--- config.mk ---
export PLATFORM = sky130hd
export DESIGN_NAME = averaging_voltmeter_display
export DESIGN_NICKNAME = d
export VERILOG_FILES = /design/src/rtl/avm_pkg.sv /design/src/rtl/avm_front.sv /design/src/rtl/avm_queue.sv /design/src/rtl/avm_back.sv /design/src/rtl/averaging_voltmeter_display.sv
export SDC_FILE = /design/constraint.sdc
export NUM_CORES = 1
export LEC_CHECK = 0
export BUFFER_PORTS_ARGS = -buffer_cell sky130_fd_sc_hd__buf_2
export CORE_MARGIN = 5
export CORE_UTILIZATION = 30
export DETAILED_ROUTE_END_ITERATION = 6
export HOLD_SLACK_MARGIN = 0.02
export MAX_ROUTING_LAYER = met4
export PLACE_DENSITY = 0.43
export REMOVE_ABC_BUFFERS = 1
export SLEW_MARGIN = 20
export SYNTH_ARGS = -nofsm -noshare
export SYNTH_HDL_FRONTEND = slang
export SYNTH_SLANG_ARGS = --single-unit
--- constraint.sdc ---
create_clock -name clk -period 7.14 [get_ports clk]
set_clock_uncertainty 0.2 [all_clocks]
set_input_delay 1.071 -clock clk [delete_from_list [all_inputs] [get_ports clk]]
set_output_delay 1.071 -clock clk [all_outputs]
set_load 0.05 [all_outputs]
--- src/rtl/avm_pkg.sv ---
`timescale 1ns / 1ps

package avm_pkg;

    // sample averaging
    localparam int SAMPLE_COUNT   = 50;
    localparam int ADC_FULL_SCALE = 1024;
    localparam int ADC_W          = 10;
    localparam int SUM_W          = 16;
    localparam int CNT_W          = $clog2(SAMPLE_COUNT + 1);

    // exact sum / SAMPLE_COUNT as a multiply by reciprocal and shift
    localparam int AVG_SHIFT = 22;
    localparam int RECIP     = ((2 ** AVG_SHIFT) + SAMPLE_COUNT - 1) / SAMPLE_COUNT;
    localparam int RECIP_W   = $clog2(RECIP + 1);
    localparam int AVG_PROD_W = SUM_W + RECIP_W;

    // scaling to centivolts
    localparam int ADC_SHIFT = $clog2(ADC_FULL_SCALE);
    localparam int SCALE_W   = 13;
    localparam int THR_W     = 8;
    localparam int CV_W      = 12;
    localparam int CV_PROD_W = ADC_W + SCALE_W;
    localparam logic [CV_W-1:0] CV_MAX = {CV_W{1'b1}};

    // decimal split by reciprocal multiply
    localparam int DIV100_MULT   = 5243;
    localparam int DIV100_SHIFT  = 19;
    localparam int DIV100_MULT_W = 13;
    localparam int WHOLE_W       = 6;
    localparam int FRAC_W        = 7;
    localparam int DIV10_MULT    = 205;
    localparam int DIV10_SHIFT   = 11;
    localparam int DIV10_MULT_W  = 8;
    localparam int DIGIT_W       = 4;
    localparam int NUM_DIGITS    = 4;
    localparam int POS_W         = 2;
    localparam int SEG_W         = 7;

    // queue between front and back
    localparam int Q_DEPTH = 4;
    localparam int Q_PTR_W = $clog2(Q_DEPTH);
    localparam int Q_CNT_W = $clog2(Q_DEPTH + 1);

    // batch pipeline depth in the back end
    localparam int BATCH_STAGES = 5;

    // input command codes
    localparam logic CMD_SAMPLE = 1'b0;
    localparam logic CMD_TICK   = 1'b1;

    // configuration register indexes
    localparam int CFG_IDX_W = 2;
    localparam logic [CFG_IDX_W-1:0] REG_SCALE_MULT   = 2'd0;
    localparam logic [CFG_IDX_W-1:0] REG_THRESHOLD_CV = 2'd1;
    localparam logic [SCALE_W-1:0] SCALE_MULT_RESET   = 13'd2760;
    localparam logic [THR_W-1:0]   THRESHOLD_CV_RESET = 8'd5;

    typedef enum logic {
        KIND_BATCH,
        KIND_TICK
    } item_kind_t;

    typedef struct packed {
        item_kind_t       kind;
        logic [SUM_W-1:0] sum;
    } q_entry_t;

    typedef struct packed {
        logic     push;
        q_entry_t entry;
    } q_push_t;

    typedef struct packed {
        logic [SCALE_W-1:0] scale_mult;
        logic [THR_W-1:0]   threshold_cv;
    } cfg_t;

    // seven segment code, bit0 = a .. bit6 = g
    function automatic logic [SEG_W-1:0] seg_of(input logic [DIGIT_W-1:0] d);
        logic [SEG_W-1:0] s;
        unique case (d)
            4'd0:    s = 7'h3F;
            4'd1:    s = 7'h06;
            4'd2:    s = 7'h5B;
            4'd3:    s = 7'h4F;
            4'd4:    s = 7'h66;
            4'd5:    s = 7'h6D;
            4'd6:    s = 7'h7D;
            4'd7:    s = 7'h07;
            4'd8:    s = 7'h7F;
            4'd9:    s = 7'h6F;
            default: s = '0;
        endcase
        return s;
    endfunction

endpackage

--- src/rtl/avm_front.sv ---
`timescale 1ns / 1ps

module avm_front
(
    input  logic                          clk,
    input  logic                          rst_n,
    input  logic                          in_valid,
    output logic                          in_stall,
    input  logic                          cmd,
    input  logic [avm_pkg::ADC_W-1:0]     adc_sample,
    input  logic                          q_full,
    output avm_pkg::q_push_t              q_push
);

    logic [avm_pkg::SUM_W-1:0] sum_reg;
    logic [avm_pkg::SUM_W-1:0] sum_next;
    logic [avm_pkg::CNT_W-1:0] count_reg;
    logic [avm_pkg::CNT_W-1:0] count_next;
    logic [avm_pkg::SUM_W-1:0] sum_add;
    logic [avm_pkg::CNT_W-1:0] count_inc;
    logic                      accept;
    logic                      batch_done;

    assign in_stall = q_full;
    assign accept   = in_valid && !q_full;

    // running sum and batch count
    assign sum_add    = sum_reg + avm_pkg::SUM_W'(adc_sample);
    assign count_inc  = count_reg + avm_pkg::CNT_W'(1);
    assign batch_done = (count_inc == avm_pkg::CNT_W'(avm_pkg::SAMPLE_COUNT));

    always_comb
    begin
        sum_next   = sum_reg;
        count_next = count_reg;
        if (accept && (cmd == avm_pkg::CMD_SAMPLE))
        begin
            if (batch_done)
            begin
                sum_next   = '0;
                count_next = '0;
            end
            else
            begin
                sum_next   = sum_add;
                count_next = count_inc;
            end
        end
    end

    // classify: ticks always go on, samples only when a batch closes
    always_comb
    begin
        q_push.push       = accept && ((cmd == avm_pkg::CMD_TICK) || batch_done);
        q_push.entry.kind = (cmd == avm_pkg::CMD_TICK) ? avm_pkg::KIND_TICK
                                                       : avm_pkg::KIND_BATCH;
        q_push.entry.sum  = sum_add;
    end

    always_ff @(posedge clk or negedge rst_n)
    begin
        if (!rst_n)
        begin
            sum_reg   <= '0;
            count_reg <= '0;
        end
        else
        begin
            sum_reg   <= sum_next;
            count_reg <= count_next;
        end
    end

endmodule

--- src/rtl/avm_queue.sv ---
`timescale 1ns / 1ps

module avm_queue
(
    input  logic               clk,
    input  logic               rst_n,
    input  avm_pkg::q_push_t   q_push,
    input  logic               pop,
    output avm_pkg::q_entry_t  head,
    output logic               empty,
    output logic               full
);

    avm_pkg::q_entry_t            entries_reg [avm_pkg::Q_DEPTH];
    logic [avm_pkg::Q_PTR_W-1:0]  wr_ptr_reg;
    logic [avm_pkg::Q_PTR_W-1:0]  wr_ptr_next;
    logic [avm_pkg::Q_PTR_W-1:0]  rd_ptr_reg;
    logic [avm_pkg::Q_PTR_W-1:0]  rd_ptr_next;
    logic [avm_pkg::Q_CNT_W-1:0]  count_reg;
    logic [avm_pkg::Q_CNT_W-1:0]  count_next;
    logic                         do_push;
    logic                         do_pop;

    assign empty   = (count_reg == '0);
    assign full    = (count_reg == avm_pkg::Q_CNT_W'(avm_pkg::Q_DEPTH));
    assign do_push = q_push.push && !full;
    assign do_pop  = pop && !empty;
    assign head    = entries_reg[rd_ptr_reg];

    // pointer and fill count
    always_comb
    begin
        wr_ptr_next = do_push ? wr_ptr_reg + avm_pkg::Q_PTR_W'(1) : wr_ptr_reg;
        rd_ptr_next = do_pop ? rd_ptr_reg + avm_pkg::Q_PTR_W'(1) : rd_ptr_reg;
        count_next  = count_reg;
        if (do_push && !do_pop)
        begin
            count_next = count_reg + avm_pkg::Q_CNT_W'(1);
        end
        else if (!do_push && do_pop)
        begin
            count_next = count_reg - avm_pkg::Q_CNT_W'(1);
        end
    end

    // entry storage
    always_ff @(posedge clk)
    begin
        if (do_push)
        begin
            entries_reg[wr_ptr_reg] <= q_push.entry;
        end
    end

    always_ff @(posedge clk or negedge rst_n)
    begin
        if (!rst_n)
        begin
            wr_ptr_reg <= '0;
            rd_ptr_reg <= '0;
            count_reg  <= '0;
        end
        else
        begin
            wr_ptr_reg <= wr_ptr_next;
            rd_ptr_reg <= rd_ptr_next;
            count_reg  <= count_next;
        end
    end

endmodule

--- src/rtl/avm_back.sv ---
`timescale 1ns / 1ps

module avm_back
(
    input  logic                           clk,
    input  logic                           rst_n,
    input  avm_pkg::cfg_t                  cfg,
    input  avm_pkg::q_entry_t              head,
    input  logic                           empty,
    output logic                           pop,
    output logic                           out_valid,
    input  logic                           out_stall,
    output logic [avm_pkg::NUM_DIGITS-1:0] digit_select,
    output logic [avm_pkg::SEG_W-1:0]      segments,
    output logic                           dot_on
);

    logic [avm_pkg::BATCH_STAGES-1:0] stage_vld_reg;
    logic [avm_pkg::BATCH_STAGES-1:0] stage_vld_next;
    logic                             busy;
    logic                             out_free;
    logic                             pop_batch;
    logic                             pop_tick;

    logic [avm_pkg::SUM_W-1:0]        s1_sum_reg;
    logic [avm_pkg::AVG_PROD_W-1:0]   avg_prod;
    logic [avm_pkg::ADC_W-1:0]        s2_avg_reg;
    logic [avm_pkg::CV_PROD_W-1:0]    cv_prod;
    logic [avm_pkg::CV_PROD_W-1:0]    cv_shift;
    logic [avm_pkg::CV_W-1:0]         cv_sat;
    logic [avm_pkg::CV_W-1:0]         s3_cv_reg;
    logic [avm_pkg::CV_W-1:0]         cv_diff;
    logic                             cv_take;
    logic [avm_pkg::CV_W+avm_pkg::DIV100_MULT_W-1:0] whole_prod;
    logic [avm_pkg::CV_W-1:0]         s4_cv_reg;
    logic [avm_pkg::WHOLE_W-1:0]      s4_whole_reg;
    logic                             s4_take_reg;
    logic [avm_pkg::CV_W-1:0]         frac_full;
    logic [avm_pkg::WHOLE_W-1:0]      s5_whole_reg;
    logic [avm_pkg::FRAC_W-1:0]       s5_frac_reg;
    logic                             s5_take_reg;
    logic [avm_pkg::FRAC_W+avm_pkg::DIV10_MULT_W-1:0] tens_prod;
    logic [avm_pkg::FRAC_W+avm_pkg::DIV10_MULT_W-1:0] tenths_prod;
    logic [avm_pkg::DIGIT_W-1:0]      d0;
    logic [avm_pkg::DIGIT_W-1:0]      d1;
    logic [avm_pkg::DIGIT_W-1:0]      d2;
    logic [avm_pkg::DIGIT_W-1:0]      d3;

    logic [avm_pkg::CV_W-1:0]         last_cv_reg;
    logic [avm_pkg::CV_W-1:0]         last_cv_next;
    logic [avm_pkg::DIGIT_W-1:0]      shown_digits_reg [avm_pkg::NUM_DIGITS];
    logic [avm_pkg::POS_W-1:0]        scan_pos_reg;
    logic [avm_pkg::POS_W-1:0]        scan_pos_next;
    logic [avm_pkg::POS_W-1:0]        pos;

    logic                             out_valid_reg;
    logic                             out_valid_next;
    logic [avm_pkg::NUM_DIGITS-1:0]   digit_select_reg;
    logic [avm_pkg::SEG_W-1:0]        segments_reg;
    logic                             dot_on_reg;

    // issue: batches run one at a time, ticks wait for a batch to settle
    assign busy      = |stage_vld_reg;
    assign out_free  = !out_valid_reg || !out_stall;
    assign pop_batch = !empty && (head.kind == avm_pkg::KIND_BATCH) && !busy;
    assign pop_tick  = !empty && (head.kind == avm_pkg::KIND_TICK) && !busy && out_free;
    assign pop       = pop_batch || pop_tick;

    assign stage_vld_next = {stage_vld_reg[avm_pkg::BATCH_STAGES-2:0], pop_batch};

    // stage 1: average by reciprocal multiply
    assign avg_prod = avm_pkg::AVG_PROD_W'(s1_sum_reg)
                    * avm_pkg::AVG_PROD_W'(avm_pkg::RECIP);

    // stage 2: scale to centivolts and saturate
    assign cv_prod  = avm_pkg::CV_PROD_W'(s2_avg_reg) * avm_pkg::CV_PROD_W'(cfg.scale_mult);
    assign cv_shift = cv_prod >> avm_pkg::ADC_SHIFT;
    assign cv_sat   = (|cv_shift[avm_pkg::CV_PROD_W-1:avm_pkg::CV_W]) ? avm_pkg::CV_MAX
                                                                   : cv_shift[avm_pkg::CV_W-1:0];

    // stage 3: change check against last reading, whole volts
    assign cv_diff    = (s3_cv_reg > last_cv_reg) ? s3_cv_reg - last_cv_reg
                                                  : last_cv_reg - s3_cv_reg;
    assign cv_take    = cv_diff > avm_pkg::CV_W'(cfg.threshold_cv);
    assign whole_prod = ($bits(whole_prod))'(s3_cv_reg)
                      * ($bits(whole_prod))'(avm_pkg::DIV100_MULT);

    always_comb
    begin
        last_cv_next = last_cv_reg;
        if (stage_vld_reg[2] && cv_take)
        begin
            last_cv_next = s3_cv_reg;
        end
    end

    // stage 4: centivolt remainder
    assign frac_full = s4_cv_reg - avm_pkg::CV_W'(s4_whole_reg) * avm_pkg::CV_W'(100);

    // stage 5: split into four digits
    assign tens_prod   = ($bits(tens_prod))'(s5_whole_reg)
                       * ($bits(tens_prod))'(avm_pkg::DIV10_MULT);
    assign tenths_prod = ($bits(tenths_prod))'(s5_frac_reg)
                       * ($bits(tenths_prod))'(avm_pkg::DIV10_MULT);
    assign d0 = tens_prod[avm_pkg::DIV10_SHIFT +: avm_pkg::DIGIT_W];
    assign d1 = avm_pkg::DIGIT_W'(avm_pkg::WHOLE_W'(s5_whole_reg)
              - avm_pkg::WHOLE_W'(d0) * avm_pkg::WHOLE_W'(10));
    assign d2 = tenths_prod[avm_pkg::DIV10_SHIFT +: avm_pkg::DIGIT_W];
    assign d3 = avm_pkg::DIGIT_W'(s5_frac_reg - avm_pkg::FRAC_W'(d2) * avm_pkg::FRAC_W'(10));

    // scan: skip the leading zero of the tens digit
    always_comb
    begin
        pos = scan_pos_reg;
        if ((scan_pos_reg == '0) && (shown_digits_reg[0] == '0))
        begin
            pos = avm_pkg::POS_W'(1);
        end
        scan_pos_next = pop_tick ? pos + avm_pkg::POS_W'(1) : scan_pos_reg;
    end

    assign out_valid_next = pop_tick || (out_valid_reg && out_stall);

    // batch datapath registers
    always_ff @(posedge clk)
    begin
        if (pop_batch)
        begin
            s1_sum_reg <= head.sum;
        end
        s2_avg_reg   <= avg_prod[avm_pkg::AVG_SHIFT +: avm_pkg::ADC_W];
        s3_cv_reg    <= cv_sat;
        s4_cv_reg    <= s3_cv_reg;
        s4_whole_reg <= whole_prod[avm_pkg::DIV100_SHIFT +: avm_pkg::WHOLE_W];
        s4_take_reg  <= cv_take;
        s5_whole_reg <= s4_whole_reg;
        s5_frac_reg  <= frac_full[avm_pkg::FRAC_W-1:0];
        s5_take_reg  <= s4_take_reg;
    end

    // output item register
    always_ff @(posedge clk)
    begin
        if (pop_tick)
        begin
            digit_select_reg <= avm_pkg::NUM_DIGITS'(1) << pos;
            segments_reg     <= avm_pkg::seg_of(shown_digits_reg[pos]);
            dot_on_reg       <= (pos == avm_pkg::POS_W'(1));
        end
    end

    // control and display state
    always_ff @(posedge clk or negedge rst_n)
    begin
        if (!rst_n)
        begin
            stage_vld_reg <= '0;
            out_valid_reg <= 1'b0;
            last_cv_reg   <= '0;
            scan_pos_reg  <= '0;
            for (int i = 0; i < avm_pkg::NUM_DIGITS; i++)
            begin
                shown_digits_reg[i] <= '0;
            end
        end
        else
        begin
            stage_vld_reg <= stage_vld_next;
            out_valid_reg <= out_valid_next;
            last_cv_reg   <= last_cv_next;
            scan_pos_reg  <= scan_pos_next;
            if (stage_vld_reg[4] && s5_take_reg)
            begin
                shown_digits_reg[0] <= d0;
                shown_digits_reg[1] <= d1;
                shown_digits_reg[2] <= d2;
                shown_digits_reg[3] <= d3;
            end
        end
    end

    assign out_valid    = out_valid_reg;
    assign digit_select = digit_select_reg;
    assign segments     = segments_reg;
    assign dot_on       = dot_on_reg;

endmodule

--- src/rtl/averaging_voltmeter_display.sv ---
// Scan tick: queued, then registered as the output item when nothing is queued ahead.
// Throughput: one item per cycle unless stalled; samples give no result, ticks one each.
// The sample that closes a batch holds the back end through issue, then average, scale,
// compare, remainder and split, while later ticks wait in the 4-entry queue.
// Reset clears sums, reading, digits and scan position; registers return to 2760 and 5.
`timescale 1ns / 1ps

module averaging_voltmeter_display
(
    input  logic                               clk,
    input  logic                               rst_n,
    input  logic                               in_valid,
    output logic                               in_stall,
    input  logic                               cmd,
    input  logic [avm_pkg::ADC_W-1:0]          adc_sample,
    output logic                               out_valid,
    input  logic                               out_stall,
    output logic [avm_pkg::NUM_DIGITS-1:0]     digit_select,
    output logic [avm_pkg::SEG_W-1:0]          segments,
    output logic                               dot_on,
    input  logic                               cfg_valid,
    output logic                               cfg_ready,
    input  logic [avm_pkg::CFG_IDX_W-1:0]      cfg_index,
    input  logic [avm_pkg::SCALE_W-1:0]        cfg_data
);

    avm_pkg::cfg_t              cfg;
    logic [avm_pkg::SCALE_W-1:0] scale_mult_reg;
    logic [avm_pkg::SCALE_W-1:0] scale_mult_next;
    logic [avm_pkg::THR_W-1:0]   threshold_cv_reg;
    logic [avm_pkg::THR_W-1:0]   threshold_cv_next;
    avm_pkg::q_push_t           q_push;
    avm_pkg::q_entry_t          q_head;
    logic                       q_empty;
    logic                       q_full;
    logic                       q_pop;

    // configuration registers, unknown indexes ignored
    assign cfg_ready = 1'b1;

    always_comb
    begin
        scale_mult_next   = scale_mult_reg;
        threshold_cv_next = threshold_cv_reg;
        if (cfg_valid && cfg_ready)
        begin
            if (cfg_index == avm_pkg::REG_SCALE_MULT)
            begin
                scale_mult_next = cfg_data;
            end
            else if (cfg_index == avm_pkg::REG_THRESHOLD_CV)
            begin
                threshold_cv_next = cfg_data[avm_pkg::THR_W-1:0];
            end
        end
    end

    always_ff @(posedge clk or negedge rst_n)
    begin
        if (!rst_n)
        begin
            scale_mult_reg   <= avm_pkg::SCALE_MULT_RESET;
            threshold_cv_reg <= avm_pkg::THRESHOLD_CV_RESET;
        end
        else
        begin
            scale_mult_reg   <= scale_mult_next;
            threshold_cv_reg <= threshold_cv_next;
        end
    end

    assign cfg.scale_mult   = scale_mult_reg;
    assign cfg.threshold_cv = threshold_cv_reg;

    // front end: accumulate samples, classify items
    avm_front u_front
    (
        .clk        (clk),
        .rst_n      (rst_n),
        .in_valid   (in_valid),
        .in_stall   (in_stall),
        .cmd        (cmd),
        .adc_sample (adc_sample),
        .q_full     (q_full),
        .q_push     (q_push)
    );

    // decoupling queue
    avm_queue u_queue
    (
        .clk    (clk),
        .rst_n  (rst_n),
        .q_push (q_push),
        .pop    (q_pop),
        .head   (q_head),
        .empty  (q_empty),
        .full   (q_full)
    );

    // back end: reading update and display scan
    avm_back u_back
    (
        .clk          (clk),
        .rst_n        (rst_n),
        .cfg          (cfg),
        .head         (q_head),
        .empty        (q_empty),
        .pop          (q_pop),
        .out_valid    (out_valid),
        .out_stall    (out_stall),
        .digit_select (digit_select),
        .segments     (segments),
        .dot_on       (dot_on)
    );

`ifndef SYNTH
    // exactly one digit driven per item
    assert property (@(posedge clk) disable iff (!rst_n)
        out_valid |-> $onehot(digit_select))
        else $error("digit select not one-hot");

    // dot goes with the second digit only
    assert property (@(posedge clk) disable iff (!rst_n)
        out_valid |-> (dot_on == digit_select[1]))
        else $error("dot not tied to second digit");

    // stored digits are always decimal, so never blank
    assert property (@(posedge clk) disable iff (!rst_n)
        out_valid |-> (segments != '0))
        else $error("blank segment pattern");

    // front never pushes into a full queue
    assert property (@(posedge clk) disable iff (!rst_n)
        q_push.push |-> !q_full)
        else $error("push into full queue");
`endif

endmodule
==> results of run 1 <==
kinds of logic (layout without fill, tap and decap cells):
logic type / after synthesis / count (layout) / share of synthesized area (%)
DFF: 231 / 231 / 26.5
adders and majority gates: 633 / 633 / 43.1
AOI/OAI and AO/OA: 225 / 225 / 6.65
muxes: 78 / 78 / 4.59
buffers and inverters: 493 / 556 / 8.30
other: 1 / 1 / 0.0165
and+or+nand+nor: 346 / 346 / 7.55
xor gates and xnor gates: 83 / 83 / 3.21
worst min path at each step:
stage / startpoint / end / slack (ns) / cells after the start
after floorplan: u_back.s4_cv_reg[0] / u_back.s5_frac_reg[0] / 0.11 / 0
after global placement: u_back.s4_cv_reg[1] / u_back.s5_frac_reg[1] / 0.11 / 0
after detailed placement: u_back.s4_cv_reg[1] / u_back.s5_frac_reg[1] / 0.11 / 0
after CTS: u_back.s4_cv_reg[0] / u_back.s5_frac_reg[0] / 0.13 / 0
after global routing: u_back.s4_cv_reg[1] / u_back.s5_frac_reg[1] / 0.13 / 0
final: u_back.s4_whole_reg[5] / u_back.s5_whole_reg[5] / 0.13 / 0
metal layers:
| layer | track usage, % | share of wire (%) |
|---|---|---|
| met1 | 17.8 | 50 |
| met2 | 20.0 | 45 |
| met3 | 1.25 | 2.5 |
| met4 | 2.61 | 1.9 |
| met5 | - | 0 |
critical path, cell delays in order, from the launching register on:
cell and delay, ns:
dfxtp_1 0.58, nand2_1 0.15, fa_1 0.54, fa_1 0.56, inv_1 0.06, fa_1 0.51, fa_1 0.55, inv_1 0.06
fa_1 0.53, inv_1 0.04, ha_1 0.29, and4_1 0.19, a221oi_1 0.23, o21ai_1 0.26, o211ai_1 0.31, nand2b_1 0.14
a41o_1 0.30, mux2i_1 0.63, nand3_1 0.14
final cells by class:
type	instances	share of cell area, %
timing repair buffer	52	1.13
multi-input combinational	1366	59.2
clock buffer	38	3.20
inverter	448	6.73
sequential	231	24.1
clock inverter	18	0.856
tap	969	4.85
through the flow:
| stage | setup slack, ns | hold WS (ns) |
|---|---|---|
| floorplan | 1.32 | 0.110 |
| global route | 0.185 | 0.132 |
| detailed placement | 0.645 | 0.112 |
| finish | 0.681 | 0.126 |
| global placement | 0.735 | 0.112 |
| CTS | 0.613 | 0.127 |
cell usage in the layout, fill, tap and decap left out, types with 6 or more instances in the layout:
master and count:
inv_1 447, ha_1 385, fa_1 248, nand2_1 115
edfxtp_1 96, dfrtp_1 78, and2_1 72, a21oi_1 60
nor2_1 54, dfxtp_1 50, xnor2_1 49, o21ai_0 43
buf_2 43, mux2_2 35, xor2_1 34, clkbuf_16 30
a21o_1 29, mux2i_1 24, nand3_1 21, nor3_1 19
mux4_2 17, a211oi_1 14, or2_2 12, a22o_1 12
o21a_1 10, nand2b_1 10, nor2b_1 9, and3_1 9
buf_4 9, nand4_1 7, a31oi_1 7, dfstp_2 7
o21bai_1 6, clkbuf_1 6
==> impl_metrics.json, run 1 <==
{
  "antenna_cells": 0,
  "synth_edf_count": 96,
  "core_area_mm2": 0.0747,
  "hold_path_class": "register to register",
  "r2r_slack_ns": 0.68,
  "multiInputGateArea_mm2": 0.0148,
  "post-cts-setup-buffers": 0,
  "slew_viol_final": 0,
  "chipWidth_um": 285,
  "final.period_utilization_pct": 90.5,
  "drc_errors": 0,
  "synth.most_common_cell": "inv_1",
  "reg2regPathDepth": 18,
  "numCtsBuffers": 30,
  "critPathRequiredTime_ns": 7.33,
  "initial_utilization_pct": 30.4,
  "cts_tree": "yes",
  "grt_use_total_pct": 12.7,
  "antenna_found_initial": 0,
  "setup-tns-final_ns": 0,
  "hold_buffers": 0,
  "setup_violations": 0,
  "h-tree-depth": 1,
  "drt-initial-drc-count": 578,
  "final_util_pct": 33.5,
  "cp.arrival_ns": 6.65,
  "synthTopCellsByArea": "fa_1 22%, ha_1 21%, edfxtp_1 13%",
  "wl_per_cell_um": 15.7,
  "cp-start-kind": "register",
  "final_cell_area_mm2": 0.0250,
  "worstMarginPinSlew_ns": 1.00,
  "yosys.area.top_type": "fa_1",
  "postRouteAntennaNets": 0,
  "cts.clk_slew.worst_paths_ns": 0.07,
  "grt_max_degree": 51,
  "nets": 2793,
  "ys_types": 69,
  "via_count": 14000,
  "dp_hpwl_um": 40000,
  "clkSinkCount": 231,
  "yosys_warnings": 0,
  "drv_cap": 0,
  "ys_top_cells_by_count": "447 x inv_1, 385 x ha_1, 248 x fa_1",
  "dp_cells": 3066,
  "place_area_mm2": 0.0240,
  "rsz0062_at_grt": "false",
  "cts_resized": 0,
  "vias_per_cell": 4.50,
  "regArea_mm2": 0.00602,
  "critical_path_class": "register to register",
  "yosys.area.top_type_share_pct": 21.9,
  "first_pass_iters": 5,
  "cts_buffer_depth": 3,
  "async_reset_ff_share_pct": 36.8,
  "worstSetupEndpoint": "u_back.s3_cv_reg[3]",
  "die_area_mm2": 0.0812,
  "rows": 100,
  "relSlewSlack_pct": 33.0,
  "crit_path_end_kind": "register",
  "fmax_mhz": 155,
  "rr_endpoint": "u_back.s3_cv_reg[3]",
  "fin_crit_ns": 6.46,
  "routed_wl_um": 49100,
  "grt.overflow.total": 0,
  "critical_path.max_fanout": 13,
  "synth_seq_area_share_pct": 26.5,
  "hold_violations": 0,
  "ys_seq_elements": 231,
  "fin_cells": 3122,
  "grt_first_pass_wirelength_um": 82000,
  "layout-drive-gt1-share_pct": 8.36,
  "io_pins": 46,
  "clkLatencyLatePin_ns": 0.57,
  "area_growth_pct": 10.3,
  "status": "complete, no violations",
  "ys.flop_type": "edfxtp_1",
  "fp.dieH_um": 285,
  "fillCellCount": 7498,
  "io_buffers": 44,
  "root_buffer": "clkbuf_16",
  "synth_area_mm2": 0.0227,
  "gp_congestion": 0.857,
  "syn_inst": 2090,
  "largest_reg_flops": 68,
  "grt_pass1_vias": 15300,
  "startpoint": "u_back.s2_avg_reg[9]",
  "synth_area_per_cell_um2": 10.8,
  "r2r_start": "u_back.s2_avg_reg[9]"
}
Power of run 1 is left out: the tool's default activity adds up to more than one toggle a clock period on the data nets, which glitch-free logic cannot reach.
==> inputs of run 2 (changes only) <==
- CORE_ASPECT_RATIO: default -> 1.2
==> impl_metrics.json, run 2 (same netlist as run 1, synthesis figures left out) <==
{
  "status": "complete, no violations",
  "worstMarginPinSlew_ns": 1.05,
  "setup-tns-final_ns": 0,
  "cp.arrival_ns": 6.61,
  "hold_path_class": "register to register",
  "cts_resized": 0,
  "fin_cells": 3160,
  "largest_reg_flops": 68,
  "critPathRequiredTime_ns": 7.34,
  "cts_tree": "yes",
  "routed_wl_um": 49400,
  "final.period_utilization_pct": 89.8,
  "via_count": 14100,
  "drt-initial-drc-count": 466,
  "io_pins": 46,
  "drv_cap": 0,
  "rows": 110,
  "hold_violations": 0,
  "initial_utilization_pct": 30.2,
  "setup_violations": 0,
  "rsz0062_at_grt": "false",
  "cts_buffer_depth": 3,
  "nets": 2794,
  "dp_cells": 3108,
  "relSlewSlack_pct": 30.3,
  "antenna_found_initial": 0,
  "critical_path_class": "register to register",
  "final_common_cell": "inv_1",
  "crit_path_end_kind": "register",
  "first_pass_iters": 4,
  "critical_path.max_fanout": 11,
  "area_growth_pct": 10.6,
  "core_area_mm2": 0.0750,
  "slew_viol_final": 0,
  "fin_crit_ns": 6.41,
  "postRouteAntennaNets": 0,
  "fp.dieH_um": 311,
  "slowest_delay_ns": 0.65,
  "multiInputGateArea_mm2": 0.0148,
  "fmax_mhz": 156,
  "cts.clk_slew.worst_paths_ns": 0.06,
  "cp_slowest_cell": "dfstp_2",
  "cp-start-kind": "register",
  "clkLatencyLatePin_ns": 0.57,
  "vias_per_cell": 4.46,
  "chipWidth_um": 261,
  "place_ws_ns": 0.637,
  "numCtsBuffers": 28,
  "cp_cell_sequence": "nand2_1, fa_1, inv_1, fa_1, fa_1, fa_1, inv_1, fa_1, inv_1, ha_1, and4_1, a221oi_1, o21ai_1, o211ai_1, nand2b_1, a41o_1, mux2i_1, nand3_1",
  "setup_ws_ns": 0.731,
  "clkSinkCount": 231,
  "regArea_mm2": 0.00602,
  "grt.overflow.total": 0,
  "h-tree-depth": 1,
  "dp_hpwl_um": 40500,
  "wl_per_cell_um": 15.6,
  "fillCellCount": 7537,
  "gp_congestion": 0.838,
  "grt_max_degree": 47,
  "cp_common_cell": "fa_1",
  "grt_first_pass_wirelength_um": 82000,
  "die_area_mm2": 0.0812,
  "grt_pass1_vias": 15200,
  "post-cts-setup-buffers": 0,
  "grt_use_total_pct": 12.8,
  "layout-drive-gt1-share_pct": 8.65,
  "drc_errors": 0,
  "root_buffer": "clkbuf_16",
  "io_buffers": 44,
  "mostFrequentLayoutCells": "447 x inv_1, 385 x ha_1, 248 x fa_1",
  "hold_buffers": 0
}
-- run 2: cell types whose count changed in the layout (fill, tap and decap cells not counted), sizes merged --
| cell | previous run | this run |
|---|---|---|
| buf | 52 | 55 |
| clkbuf | 38 | 34 |
| clkinv | 11 | 9 |
| clkinvlp | 1 | 3 |
| diode | 0 | 1 |
| inv | 450 | 449 |
-- run 2: area by class of cell --
cell class              instances  share of cell area [%]
inverters                     448                    6.71
clock buffers                  34                    3.05
clock inverters                17                   0.828
diodes                          1                 0.00998
repair buffers                 55                    1.36
flip-flops and latches        231                    24.0
multi-input cells            1366                    59.0
well taps                    1008                    5.03
-- run 2: final timing paths --
kind                                          start                endpoint  slack, ns  cells after the start
worst max-delay path              scale_mult_reg[6]     u_back.s3_cv_reg[3]       0.73                     18
worst min-delay path            u_back.s4_cv_reg[1]   u_back.s5_frac_reg[1]       0.14                      0
worst max register to register    scale_mult_reg[6]     u_back.s3_cv_reg[3]       0.73                     18
worst min register to register  u_back.s4_cv_reg[1]   u_back.s5_frac_reg[1]       0.14                      0
max in group asynchronous                     rst_n      u_front.sum_reg[4]       5.28                      2
min in group asynchronous                     rst_n  u_back.scan_pos_reg[1]       0.30                      1
-- run 2: worst max-delay path: cells and delay by family, from the launching register on --
kind | cells | cell delay [ns]
AO/OA/AOI/OAI | 4 | 1.17
buffers and inverters | 3 | 0.14
flip-flops | 1 | 0.65
multiplexers | 1 | 0.60
AND/OR/NAND/NOR | 4 | 0.61
adder cells (fa/ha/maj) | 6 | 2.85
-- run 2: per-layer routing --
metal	wire length [um]	track usage [%]
met4	932	2.56
met3	1080	1.27
met5	0	-
met2	25400	22.7
met1	22000	15.9
-- run 2: through the flow --
| step | util (%) | hold WS (ns) | cell area, um2 |
|---|---|---|---|
| after global placement | 32.0 | 0.118 | 24000 |
| after floorplan | - | 0.110 | 22500 |
| after global routing | 33.4 | 0.145 | 25100 |
| after detailed placement | 32.1 | 0.114 | 24100 |
| after CTS | 33.4 | 0.140 | 25100 |
| final | 33.4 | 0.138 | 25100 |
Power of run 2 is left out for the same reason.
==> inputs of run 3 (changes only) <==
- CORE_UTILIZATION: 30 -> 45
- PLACE_DENSITY: 0.43 -> 0.59
- SLEW_MARGIN: 20 -> default
==> impl_metrics.json, run 3 (same netlist as run 1, synthesis figures left out) <==
{
  "status": "complete, no violations",
  "numCtsBuffers": 28,
  "grt.overflow.total": 0,
  "cts_tree": "yes",
  "critPathRequiredTime_ns": 7.32,
  "cp_cell_sequence": "nand2_1, fa_1, inv_1, fa_1, fa_1, fa_1, inv_1, fa_1, inv_1, ha_1, and4_1, a221oi_1, o21ai_1, o211ai_1, nand2b_1, a41o_1, mux2i_1, nand3_1",
  "fmax_mhz": 154,
  "drv_cap": 0,
  "rows": 90,
  "nets": 2790,
  "io_buffers": 44,
  "vias_per_cell": 5.08,
  "drt-initial-drc-count": 558,
  "initial_utilization_pct": 45.3,
  "clkSinkCount": 231,
  "drc_errors": 0,
  "startpoint": "u_back.s2_avg_reg[3]",
  "final_common_cell": "inv_1",
  "grt_max_degree": 46,
  "via_count": 14200,
  "postRouteAntennaNets": 0,
  "cp.arrival_ns": 6.69,
  "grt_pass1_vias": 15400,
  "hold_path_class": "register to register",
  "cts.clk_slew.worst_paths_ns": 0.06,
  "largest_reg_flops": 68,
  "grt_first_pass_wirelength_um": 77400,
  "reg2regPathDepth": 18,
  "gp_congestion": 0.875,
  "cp_common_cell": "fa_1",
  "slew_viol_final": 0,
  "post-cts-setup-buffers": 0,
  "wl_per_cell_um": 16.2,
  "r2r_slack_ns": 0.64,
  "grt_use_total_pct": 17.4,
  "min_from": "u_back.s4_cv_reg[1]",
  "fp.dieH_um": 256,
  "cts_buffer_depth": 3,
  "cts_resized": 0,
  "relSlewSlack_pct": 21.9,
  "routed_wl_um": 45200,
  "fillCellCount": 4555,
  "min_to": "u_back.s5_frac_reg[1]",
  "rsz0062_at_grt": "false",
  "root_buffer": "clkbuf_16",
  "cpLargestDelayFamily": "adder cells",
  "h-tree-depth": 1,
  "worstMarginPinSlew_ns": 1.16,
  "critical_path_class": "register to register",
  "hold_buffers": 0,
  "setup-tns-final_ns": 0,
  "hold_violations": 0,
  "rr_endpoint": "u_back.s3_cv_reg[6]",
  "final.period_utilization_pct": 91.1,
  "antenna_found_initial": 0,
  "first_pass_iters": 5,
  "io_pins": 46,
  "dp_hpwl_um": 37200,
  "crit_path_end_kind": "register",
  "cp_slowest_cell": "dfxtp_1",
  "clkLatencyLatePin_ns": 0.58,
  "chipWidth_um": 215,
  "layout-drive-gt1-share_pct": 8.20,
  "worstHoldPathCells": 0,
  "mostFrequentLayoutCells": "447 x inv_1, 385 x ha_1, 248 x fa_1",
  "r2r_start": "u_back.s2_avg_reg[3]",
  "setup_violations": 0,
  "crit_buf_inv": 3,
  "fin_crit_ns": 6.50,
  "critical_path.max_fanout": 13,
  "core_area_mm2": 0.0501,
  "antenna_cells": 0,
  "slowest_delay_ns": 0.65,
  "area_growth_pct": 8.01,
  "die_area_mm2": 0.0550,
  "cp-start-kind": "register"
}
run 3: cell count changes in the layout (fill, tap and decap cells not counted), moves of 2 or more:
cell       before  now
clkinv_1        1    3
buf_8           2    0
clkinv_2        6    2
inv_6           2    4
bufinv_16       4    1
run 3: area by class of cell:
cell class | count | area (um2) | share of cell area (%)
inverter | 448 | 1680 | 6.87
timing repair buffer | 51 | 275 | 1.12
clock inverter | 17 | 171 | 0.700
clock buffer | 34 | 754 | 3.08
sequential | 231 | 6020 | 24.6
multi-input combinational | 1366 | 14800 | 60.4
tap | 644 | 806 | 3.29
run 3: how the worst max path moves through the flow:
stage	depth (start not counted)	to
global route	18	u_back.s3_cv_reg[1]
CTS	18	u_back.s3_cv_reg[6]
finish	18	u_back.s3_cv_reg[6]
detailed placement	18	u_back.s3_cv_reg[6]
floorplan	19	u_back.s3_cv_reg[0]
global placement	18	u_back.s3_cv_reg[2]
run 3: stage by stage:
step	util, %	area, um2	setup WS (ns)	hold slack, ns	std cells
floorplan	-	22500	1.32	0.110	2045
global placement	47.0	23600	0.874	0.114	2740
detailed placement	47.0	23600	0.688	0.115	2740
CTS	48.9	24500	0.623	0.136	2791
global route	48.9	24500	0.153	0.145	2791
finish	48.9	24500	0.637	0.131	2791
run 3: routing by layer:
| metal | global-route usage (%) | wire (um) | vias to the layer above |
|---|---|---|---|
| met5 | - | 0 | - |
| met4 | 3.92 | 960 | 0 |
| met3 | 1.48 | 1060 | 63 |
| met2 | 30.6 | 23100 | 158 |
| met1 | 22.1 | 20000 | 7069 |
| li1 | - | - | 6895 |
Power of run 3 is left out for the same reason.
